===== src/rtl/ppdf_pkg.sv =====
// shared types and constants for the parallel port dac fifo
`default_nettype none

package ppdf_pkg;

    localparam int QUEUE_DEPTH_DEF = 16;

    localparam int BYTE_W  = 8;
    localparam int LEVEL_W = 14;

    localparam logic [BYTE_W-1:0] STATUS_FULL = 8'h40;
    localparam logic [BYTE_W-1:0] STATUS_NONE = 8'h00;

    typedef enum logic [1:0] {
        REQ_WRITE   = 2'd0,
        REQ_STATUS  = 2'd1,
        REQ_TICK    = 2'd2,
        REQ_CONTROL = 2'd3
    } t_req;

    // per-cycle control broadcast to every queue cell
    typedef struct packed {
        logic push;
        logic pop;
    } t_cell_ctrl;

endpackage

`default_nettype wire


===== src/rtl/parallel_port_dac_fifo.sv =====
// top level: parallel port sound device, byte queue of cells feeding an 8-bit dac
//
// usage
//   input channel (i_in_valid / o_in_ready) carries one bus request per transfer:
//   data write pushes i_write_byte unless the queue is full (then it is dropped),
//   status read reports STATUS_FULL when full, sample tick moves the head byte
//   into the dac register unless the queue is empty, control write does nothing.
//   output channel (o_out_valid / i_out_ready) returns one result per request:
//   the status byte and the dac level (dac byte with top bit flipped, times 64).
//   the result is registered: it is valid in the cycle after the input transfer.
//   throughput is one request per cycle while the receiver takes each result; the result register frees in the same
//   cycle it is taken, so a new request is accepted while the old result leaves.
//   the queue is a row of cells that shift toward the head on every tick, so
//   each request updates the whole row at once.
//   when the receiver stalls, the result is held and o_in_ready drops until
//   the result is taken.
//   reset (synchronous, active low) empties the queue, clears the dac byte to
//   zero (level -8192) and drops any pending result. no clearing pass.
`default_nettype none

module parallel_port_dac_fifo
    import ppdf_pkg::*;
#(
    parameter int QUEUE_DEPTH = QUEUE_DEPTH_DEF
) (
    input  wire logic                      i_clk,
    input  wire logic                      i_rst_n,
    // request channel
    input  wire logic                      i_in_valid,
    output logic                           o_in_ready,
    input  wire logic [1:0]                i_req_type,
    input  wire logic [BYTE_W-1:0]         i_write_byte,
    // result channel
    output logic                           o_out_valid,
    input  wire logic                      i_out_ready,
    output logic [BYTE_W-1:0]              o_status_byte,
    output logic signed [LEVEL_W-1:0]      o_audio_level
);

    // queue cell row, cell 0 is the head
    logic              w_valid [QUEUE_DEPTH];
    logic [BYTE_W-1:0] w_data  [QUEUE_DEPTH];

    logic       w_accept;
    t_req       w_req;
    logic       w_full;
    logic       w_empty;
    t_cell_ctrl w_ctrl;

    logic [BYTE_W-1:0]         r_dac;
    logic [BYTE_W-1:0]         n_dac;
    logic                      r_out_valid;
    logic [BYTE_W-1:0]         r_status;
    logic signed [LEVEL_W-1:0] r_level;
    logic [BYTE_W-1:0]         n_status;

    assign w_req    = t_req'(i_req_type);
    assign w_accept = i_in_valid && o_in_ready;

    // valid bits stay contiguous from the head, so tail and head tell full and empty
    assign w_full  = w_valid[QUEUE_DEPTH-1];
    assign w_empty = !w_valid[0];

    assign w_ctrl.push = w_accept && (w_req == REQ_WRITE) && !w_full;
    assign w_ctrl.pop  = w_accept && (w_req == REQ_TICK) && !w_empty;

    for (genvar g = 0; g < QUEUE_DEPTH; g++) begin : g_cell
        logic              w_prev_valid;
        logic              w_next_valid;
        logic [BYTE_W-1:0] w_next_data;

        if (g == 0) begin : g_head
            assign w_prev_valid = 1'b1;
        end else begin : g_body
            assign w_prev_valid = w_valid[g-1];
        end

        if (g == QUEUE_DEPTH - 1) begin : g_tail
            // nothing behind the tail cell, it empties on pop
            assign w_next_valid = 1'b0;
            assign w_next_data  = '0;
        end else begin : g_link
            assign w_next_valid = w_valid[g+1];
            assign w_next_data  = w_data[g+1];
        end

        ppdf_cell u_cell (
            .i_clk        (i_clk),
            .i_rst_n      (i_rst_n),
            .i_ctrl       (w_ctrl),
            .i_prev_valid (w_prev_valid),
            .i_next_valid (w_next_valid),
            .i_next_data  (w_next_data),
            .i_write_byte (i_write_byte),
            .o_valid      (w_valid[g]),
            .o_data       (w_data[g])
        );
    end

    // dac register loads the head byte on a tick
    assign n_dac = w_ctrl.pop ? w_data[0] : r_dac;

    // status reflects the queue before the request
    assign n_status = ((w_req == REQ_STATUS) && w_full) ? STATUS_FULL : STATUS_NONE;

    // result register frees when empty or being taken this cycle
    assign o_in_ready = !r_out_valid || i_out_ready;

    always_ff @(posedge i_clk) begin
        if (!i_rst_n) begin
            r_dac       <= '0;
            r_out_valid <= 1'b0;
        end else begin
            r_dac <= n_dac;
            if (w_accept) begin
                r_out_valid <= 1'b1;
            end else if (i_out_ready) begin
                r_out_valid <= 1'b0;
            end
        end
    end

    // result payload, level is the flipped byte as signed times 64
    always_ff @(posedge i_clk) begin
        if (w_accept) begin
            r_status <= n_status;
            r_level  <= {~n_dac[BYTE_W-1], n_dac[BYTE_W-2:0], 6'b0};
        end
    end

    assign o_out_valid   = r_out_valid;
    assign o_status_byte = r_status;
    assign o_audio_level = r_level;

    // a full tail cell means the head cell is full too
    a_contiguous: assert property (@(posedge i_clk) disable iff (!i_rst_n)
        w_valid[QUEUE_DEPTH-1] |-> w_valid[0])
        else $error("queue cells not contiguous");

    // a tick on a non-empty queue loads the old head byte into the dac
    a_tick_load: assert property (@(posedge i_clk) disable iff (!i_rst_n)
        w_ctrl.pop |=> (r_dac == $past(w_data[0])))
        else $error("dac did not take head byte");

    // a data write to a non-full queue leaves the queue non-empty
    a_push_fill: assert property (@(posedge i_clk) disable iff (!i_rst_n)
        w_ctrl.push |=> w_valid[0])
        else $error("push left queue empty");

    // a status read of a full queue reports full
    a_status_full: assert property (@(posedge i_clk) disable iff (!i_rst_n)
        (w_accept && (w_req == REQ_STATUS) && w_full)
            |=> (o_out_valid && (o_status_byte == STATUS_FULL)))
        else $error("status did not report full");

endmodule

`default_nettype wire


===== src/rtl/ppdf_cell.sv =====
// one queue cell: holds a byte, shifts toward the head on pop, fills at the tail on push
`default_nettype none

module ppdf_cell
    import ppdf_pkg::*;
(
    input  wire logic              i_clk,
    input  wire logic              i_rst_n,
    input  wire t_cell_ctrl        i_ctrl,
    input  wire logic              i_prev_valid,
    input  wire logic              i_next_valid,
    input  wire logic [BYTE_W-1:0] i_next_data,
    input  wire logic [BYTE_W-1:0] i_write_byte,
    output logic                   o_valid,
    output logic [BYTE_W-1:0]      o_data
);

    logic              r_valid;
    logic [BYTE_W-1:0] r_data;
    logic              n_valid;
    logic [BYTE_W-1:0] n_data;
    logic              w_fill;

    // the first empty cell behind a full one takes the pushed byte
    assign w_fill = i_ctrl.push && !r_valid && i_prev_valid;

    always_comb begin
        n_valid = r_valid;
        n_data  = r_data;
        if (i_ctrl.pop) begin
            n_valid = i_next_valid;
            n_data  = i_next_data;
        end else if (w_fill) begin
            n_valid = 1'b1;
            n_data  = i_write_byte;
        end
    end

    always_ff @(posedge i_clk) begin
        if (!i_rst_n) begin
            r_valid <= 1'b0;
        end else begin
            r_valid <= n_valid;
        end
    end

    always_ff @(posedge i_clk) begin
        r_data <= n_data;
    end

    assign o_valid = r_valid;
    assign o_data  = r_data;

endmodule

`default_nettype wire


===== config.mk =====
export PLATFORM = sky130hd
export DESIGN_NAME = parallel_port_dac_fifo
export DESIGN_NICKNAME = d
export VERILOG_FILES = /design/src/rtl/ppdf_pkg.sv /design/src/rtl/parallel_port_dac_fifo.sv /design/src/rtl/ppdf_cell.sv
export SDC_FILE = /design/constraint.sdc
export NUM_CORES = 1
export LEC_CHECK = 0
export BUFFER_PORTS_ARGS = -buffer_cell sky130_fd_sc_hd__buf_4
export CAP_MARGIN = 20
export CORE_UTILIZATION = 55
export DETAILED_ROUTE_END_ITERATION = 10
export PLACE_DENSITY_LB_ADDON = 0.1
export SYNTH_ARGS = -nofsm -noshare
export SYNTH_HDL_FRONTEND = slang
export SYNTH_SLANG_ARGS = --single-unit

===== constraint.sdc =====
create_clock -name i_clk -period 6.04 [get_ports i_clk]
set_input_delay 0.604 -clock i_clk [delete_from_list [all_inputs] [get_ports i_clk]]
set_output_delay 0.604 -clock i_clk [all_outputs]
set_load 0.01 [all_outputs]

==> results.ini, run 1 <==
[pwr]
fin_total_pwr_mw = 2.44
switching_share_pct = 19.9
p_leak_nw = 3.10
p_per_area_nw_per_um2 = 323
seq_power_share_pct = 50.4
vdd_drop_max_uv = 169
p_comb_share_pct = 5.2
p_int_mw = 1.95
pwr-share-clk_pct = 44.4
power_switching_uw = 486

[placement]
portBuffers = 24
placed_area_um2 = 6860
place.gp.congestion = 0.730
hpwlAfterDp_mm = 7.72

[worst_setup_path]
rr_startpoint = g_cell[0].u_cell.o_valid
endpoint_kind = flop
crit_path_start_kind = flop
path_max_fanout = 23
worstSetupPathType = reg2reg
crit_path_top_delay_cell = nand3_1
worstPathArrival_ps = 2930
cpLargestDelayFamily = simple AND/OR/NAND/NOR gates
crit_path_start = g_cell[0].u_cell.o_valid
crit_path_max_incr_delay_ps = 720
path_cells = and2_0, nand3_1, o21ai_0
cp.required_ps = 6070
path_buf_inv = 0

[cells_and_area]
final_nets = 526
stdcell_area_um2 = 7560
antennaDiodeCount = 0
area_delta_synth_final_pct = 12.0
drive_above_1_share_pct = 14.3
most-common-layout-cells = edfxtp_1 (129), a21o_1 (120), dfxtp_1 (33), nand4_1 (31), buf_4 (30)
layout_commonest_cell = edfxtp_1
final_util_pct = 63.2

[global_route]
grt_first_pass_wirelength_mm = 21.6
grtUsageMet1_pct = 31.6
grt_use_met3_pct = 4.50
grt_pass1_vias = 4064
grt_overflow = 0
grt_use_total_pct = 22.6
grt_antenna_before_repair = 0
grt_max_degree = 128
met2_usage_pct = 35.2
busiest_layer = met2

[cts]
cts.sinks = 162
cts_resized = 0
cts_root_buf = clkbuf_16
clkLatencyLatePin_ps = 420
h-tree-depth = 4
clockBufferDepth = 2
clk_pin_slew_worst_paths_ps = 60
tritoncts = yes
cts_made_buffers = 17
postCtsHoldBufs = 0
cts_setup_buffers = 0

[synth]
synthesis.area_um2 = 6750
synth_top_cell_by_area = edfxtp_1
avgSynthCellArea_um2 = 13.5
synth.yosys.seq_area_share_pct = 67.2
synth_top_area_share_pct = 57.4
synth_cell_types = 33
yosysWarnings = 0
synthTopCellsByArea = edfxtp_1 (57%), a21o_1 (13%), dfxtp_1 (9.8%), nand4_1 (2.9%), buf_2 (1.8%)
synth_seq_cells = 162
postSynthCellCount = 500

[hold_path]
hp-start = i_in_valid
hold_class = in2reg

[sta]
clock.fmax_mhz = 346
period_minus_slack_ps = 2890
max_slew_margin_pct = 28.4
slew_violations = 0
finalHoldViolations = 0
grt_setup_unrepaired = no
setup_violations = 0
clock_skew_ps = 5.82
period_share_pct = 47.9
fin_tns_setup_ps = 0
worstMarginPinSlew_ps = 1060
holdWs_ps = 424

[floorplanning]
die-area_um2 = 12700
core_um2 = 12000
start_util_pct = 56.4
die_h_um = 113
die_w_um = 113
rows = 40
ios = 38

[detailed_routing]
viasPerCell = 6.09
drt_pass1_iterations = 4
drtIter0Drc = 414
drt-total-wl_mm = 13.0
drcViolationCount = 0
wl_per_cell_um = 19.4
vias = 4091
ant_nets = 0

[run]
timing.max_cap.violations = 0

[status]
status = finished clean

## cell families after synthesis
| group | Yosys count | share of synthesized area, % |
|---|---|---|
| buf+inv | 74 | 5.68 |
| other cells | 1 | 0.0556 |
| compound gates | 206 | 21.9 |
| simple gates | 57 | 5.10 |
| flops | 162 | 67.2 |
## sequential cells by signal, indices dropped and copies added (netlist names)
| name | flops |
|---|---|
| g_cell.u_cell.o_data | 128 |
| g_cell.u_cell.o_valid | 16 |
| o_audio_level | 8 |
| r_dac | 8 |
| o_out_valid | 1 |
| o_status_byte | 1 |
## worst register-to-register path, stage by stage, from the launching register on
cell and delay, ps:
dfxtp_1 430, and2_0 650, nand3_1 720, o21ai_0 700
## final cells by class
type	instances	area (µm²)
clock inverters	13	166
fillers	892	4410
flip-flops and latches	162	4530
multi-input cells	276	1880
well taps	147	184
repair buffers	43	315
clock buffers	19	433
inverters	12	45.0
## power groups by stage
stage	clock [mW]	combinational, mW	sequential [mW]
after floorplan	0	0.0932	1.25
after global placement	0	0.122	1.25
after detailed placement	0	0.125	1.25
after CTS	1.10	0.126	1.23
after global routing	1.15	0.140	1.23
final	1.08	0.127	1.23
## cells in the mapped netlist
| cell type | count |
|---|---|
| a21boi_0 | 1 |
| a31oi_1 | 16 |
| conb_1 | 1 |
| and2_1 | 2 |
| nand2b_1 | 1 |
| nand2_1 | 7 |
| or3b_2 | 1 |
| nor3_1 | 2 |
| o31ai_1 | 16 |
| dfxtp_1 | 33 |
| clkinv_1 | 1 |
| nor3_4 | 1 |
| a311oi_1 | 1 |
| nor2_1 | 3 |
| nand4_1 | 31 |
| clkbuf_1 | 20 |
| and3_1 | 1 |
| inv_1 | 11 |
| nor3b_2 | 1 |
| a21oi_1 | 16 |
| a221oi_1 | 5 |
| a21o_1 | 120 |
| o31a_1 | 8 |
| buf_4 | 16 |
| buf_6 | 2 |
| buf_2 | 24 |
| nor2b_1 | 2 |
| and2_0 | 1 |
| o41ai_1 | 9 |
| nand2_2 | 1 |
| o21ai_0 | 14 |
| edfxtp_1 | 129 |
| nand3_1 | 3 |
## metal layers
layer	vias up	part of all wire, %
met1	2050	47
met4	0	1.5
li1	1940	-
met3	19	3.5
met5	-	0
met2	82	48
## path summary, 6_finish.rpt
kind | endpoint | depth (start not counted) | slack, ps
setup / recovery | g_cell[6].u_cell.o_data[6] | 3 | 3150
hold / removal | o_out_valid | 3 | 420
setup reg to reg | g_cell[6].u_cell.o_data[6] | 3 | 3150
hold reg to reg | r_dac[7] | 2 | 480
## per-stage QoR
step | setup WS [ps] | cells
2_1_floorplan | 3610 | 512
3_3_place_gp | 2920 | 626
3_5_place_dp | 2880 | 626
4_1_cts | 3130 | 658
5_1_grt | 2880 | 672
6_report | 3150 | 672
No activity file was read; power rests on OpenSTA's default activity.
==> run 2, diff against run 1 <==
==> constraint.sdc (replaced) <==
create_clock -name i_clk -period 3 [get_ports i_clk]
set_input_delay 0.3 -clock i_clk [delete_from_list [all_inputs] [get_ports i_clk]]
set_output_delay 0.3 -clock i_clk [all_outputs]
set_load 0.01 [all_outputs]
==> results.ini, run 2 (synthesis results as in run 1) <==
[status]
status = finished clean  ; unchanged

[pwr]
p_per_area_nw_per_um2 = 634  ; was 323 nW/µm²
vdd_drop_max_uv = 429  ; was 169 µV
p_leak_nw = 3.14  ; was 3.10 nW

[cells_and_area]
layout_commonest_cell = edfxtp_1  ; unchanged
area.sequential_um2 = 4530  ; unchanged
largest_reg_flops = 128  ; unchanged
most-common-layout-cells = edfxtp_1 (129), a21o_1 (120), buf_4 (53), dfxtp_1 (33), nand4_1 (31)  ; was edfxtp_1 (129), a21o_1 (120), dfxtp_1 (33), nand4_1 (31), buf_4 (30)
drive_above_1_share_pct = 16.0  ; was 14.3%
fillers = 878  ; was 892
multiInputGateArea_um2 = 1880  ; unchanged
final_nets = 537  ; was 526
area_delta_synth_final_pct = 13.1  ; was 12.0%
antennaDiodeCount = 0  ; unchanged

[cts]
postCtsHoldBufs = 0  ; unchanged
h-tree-depth = 4  ; unchanged
clockBufferDepth = 2  ; unchanged
cts_resized = 0  ; unchanged
cts_setup_buffers = 0  ; unchanged
clk_pin_slew_worst_paths_ps = 60  ; about the same
cts_root_buf = clkbuf_16  ; unchanged
tritoncts = yes  ; unchanged
clkLatencyLatePin_ps = 420  ; about the same
cts.sinks = 162  ; unchanged
cts_made_buffers = 17  ; unchanged

[detailed_routing]
drtIter0Drc = 311  ; was 414
vias = 4252  ; was 4,091
wl_per_cell_um = 21.1  ; was 19.4 µm
drt-total-wl_mm = 14.4  ; was 13.0 mm
viasPerCell = 6.23  ; was 6.09
ant_nets = 0  ; unchanged
drcViolationCount = 0  ; unchanged
drt_pass1_iterations = 5  ; was 4

[worst_setup_path]
worstPathArrival_ps = 2540  ; was 2930 ps
crit_path_start_kind = flop  ; unchanged
cp.required_ps = 3180  ; was 6070 ps
path_max_fanout = 17  ; was 23
endpoint_kind = flop  ; unchanged
worstSetupPathType = reg2reg  ; unchanged

[hold_path]
hold_class = in2reg  ; unchanged

[floorplanning]
die_h_um = 113  ; unchanged
start_util_pct = 56.4  ; unchanged
die_w_um = 113  ; unchanged
die-area_um2 = 12700  ; unchanged
core_um2 = 12000  ; unchanged
rows = 40  ; unchanged
ios = 38  ; unchanged

[sta]
fin_ws_ps = 636  ; was 3150 ps
finalHoldViolations = 0  ; unchanged
setup_violations = 0  ; unchanged
clock_skew_ps = 5.96  ; was 5.82 ps
max_slew_margin_pct = 43.8  ; was 28.4%
slew_violations = 0  ; unchanged
period_minus_slack_ps = 2360  ; was 2890 ps
clock.fmax_mhz = 423  ; was 346 MHz
fin_tns_setup_ps = 0  ; unchanged
period_share_pct = 78.8  ; was 47.9%
worstMarginPinSlew_ps = 844  ; was 1060 ps
grt_setup_unrepaired = no  ; unchanged

[placement]
portBuffers = 24  ; unchanged
place.gp.congestion = 0.783  ; was 0.730
dp_slack_ps = 622  ; was 2880 ps
hpwlAfterDp_mm = 8.85  ; was 7.72 mm

[run]
timing.max_cap.violations = 0  ; unchanged

[global_route]
grt_max_degree = 95  ; was 128
grt_antenna_before_repair = 0  ; unchanged
grt_first_pass_wirelength_mm = 23.0  ; was 21.6 mm
grt_use_total_pct = 24.5  ; was 22.6%
grt_overflow = 0  ; unchanged
grt_pass1_vias = 4235  ; was 4,064

-- run 2: cell types whose count changed in the layout (fill, tap and decap cells not counted), sizes merged --
cell and change:
buf +12, bufinv -2, clkbuf +6, clkinv -4
clkinvlp -1
-- run 2: cell type report --
type                    count  share of cell area (%)
clock inverters             6                    1.05
inverters                  12                   0.590
multi-input cells         276                    24.6
clock buffers              26                    6.41
flip-flops and latches    162                    59.4
well taps                 147                    2.41
repair buffers             54                    5.48
-- run 2: critical path, stage by stage, from the launching register on --
cell and delay, ps:
dfxtp_1 320, nor2b_2 160, clkinv_1 470, nand3_1 480
buf_4 260, o21ai_0 210, buf_4 220
-- run 2: worst paths after layout --
kind	start	to	slack [ps]	cells after the start
min	i_in_valid	o_out_valid	120	3
min reg2reg	g_cell[15].u_cell.o_data[0]	g_cell[15].u_cell.o_data[0]	480	2
max reg2reg	o_out_valid	g_cell[12].u_cell.o_data[6]	640	6
max	o_out_valid	g_cell[12].u_cell.o_data[6]	640	6
-- run 2: power by group --
part           switching (mW)  leakage [nW]  total, mW  internal [mW]
Sequential             0.0143          1.44       2.47           2.46
Combinational           0.165          1.42      0.268          0.103
Clock                   0.805         0.282       2.09           1.29
-- run 2: routing by layer --
layer	global-route usage (%)	share of wire [%]	up-vias
met3	6.11	5.3	12
met5	0	0	-
met4	9.78	1.3	0
met2	37.5	48	142
li1	-	-	1962
met1	34.0	46	2136
-- run 2: stage by stage --
step / area [µm²] / total power [mW] / util, % / instances / hold WS (ps)
3_3_place_gp: 7060 / 2.78 / 59.0 / 651 / 457
4_1_cts: 7630 / 4.86 / 63.8 / 683 / 113
6_report: 7630 / 4.83 / 63.8 / 683 / 121
2_1_floorplan: 6790 / 2.71 / - / 512 / 421
5_1_grt: 7630 / 4.98 / 63.8 / 683 / 143
3_5_place_dp: 7060 / 2.79 / 59.0 / 651 / 465
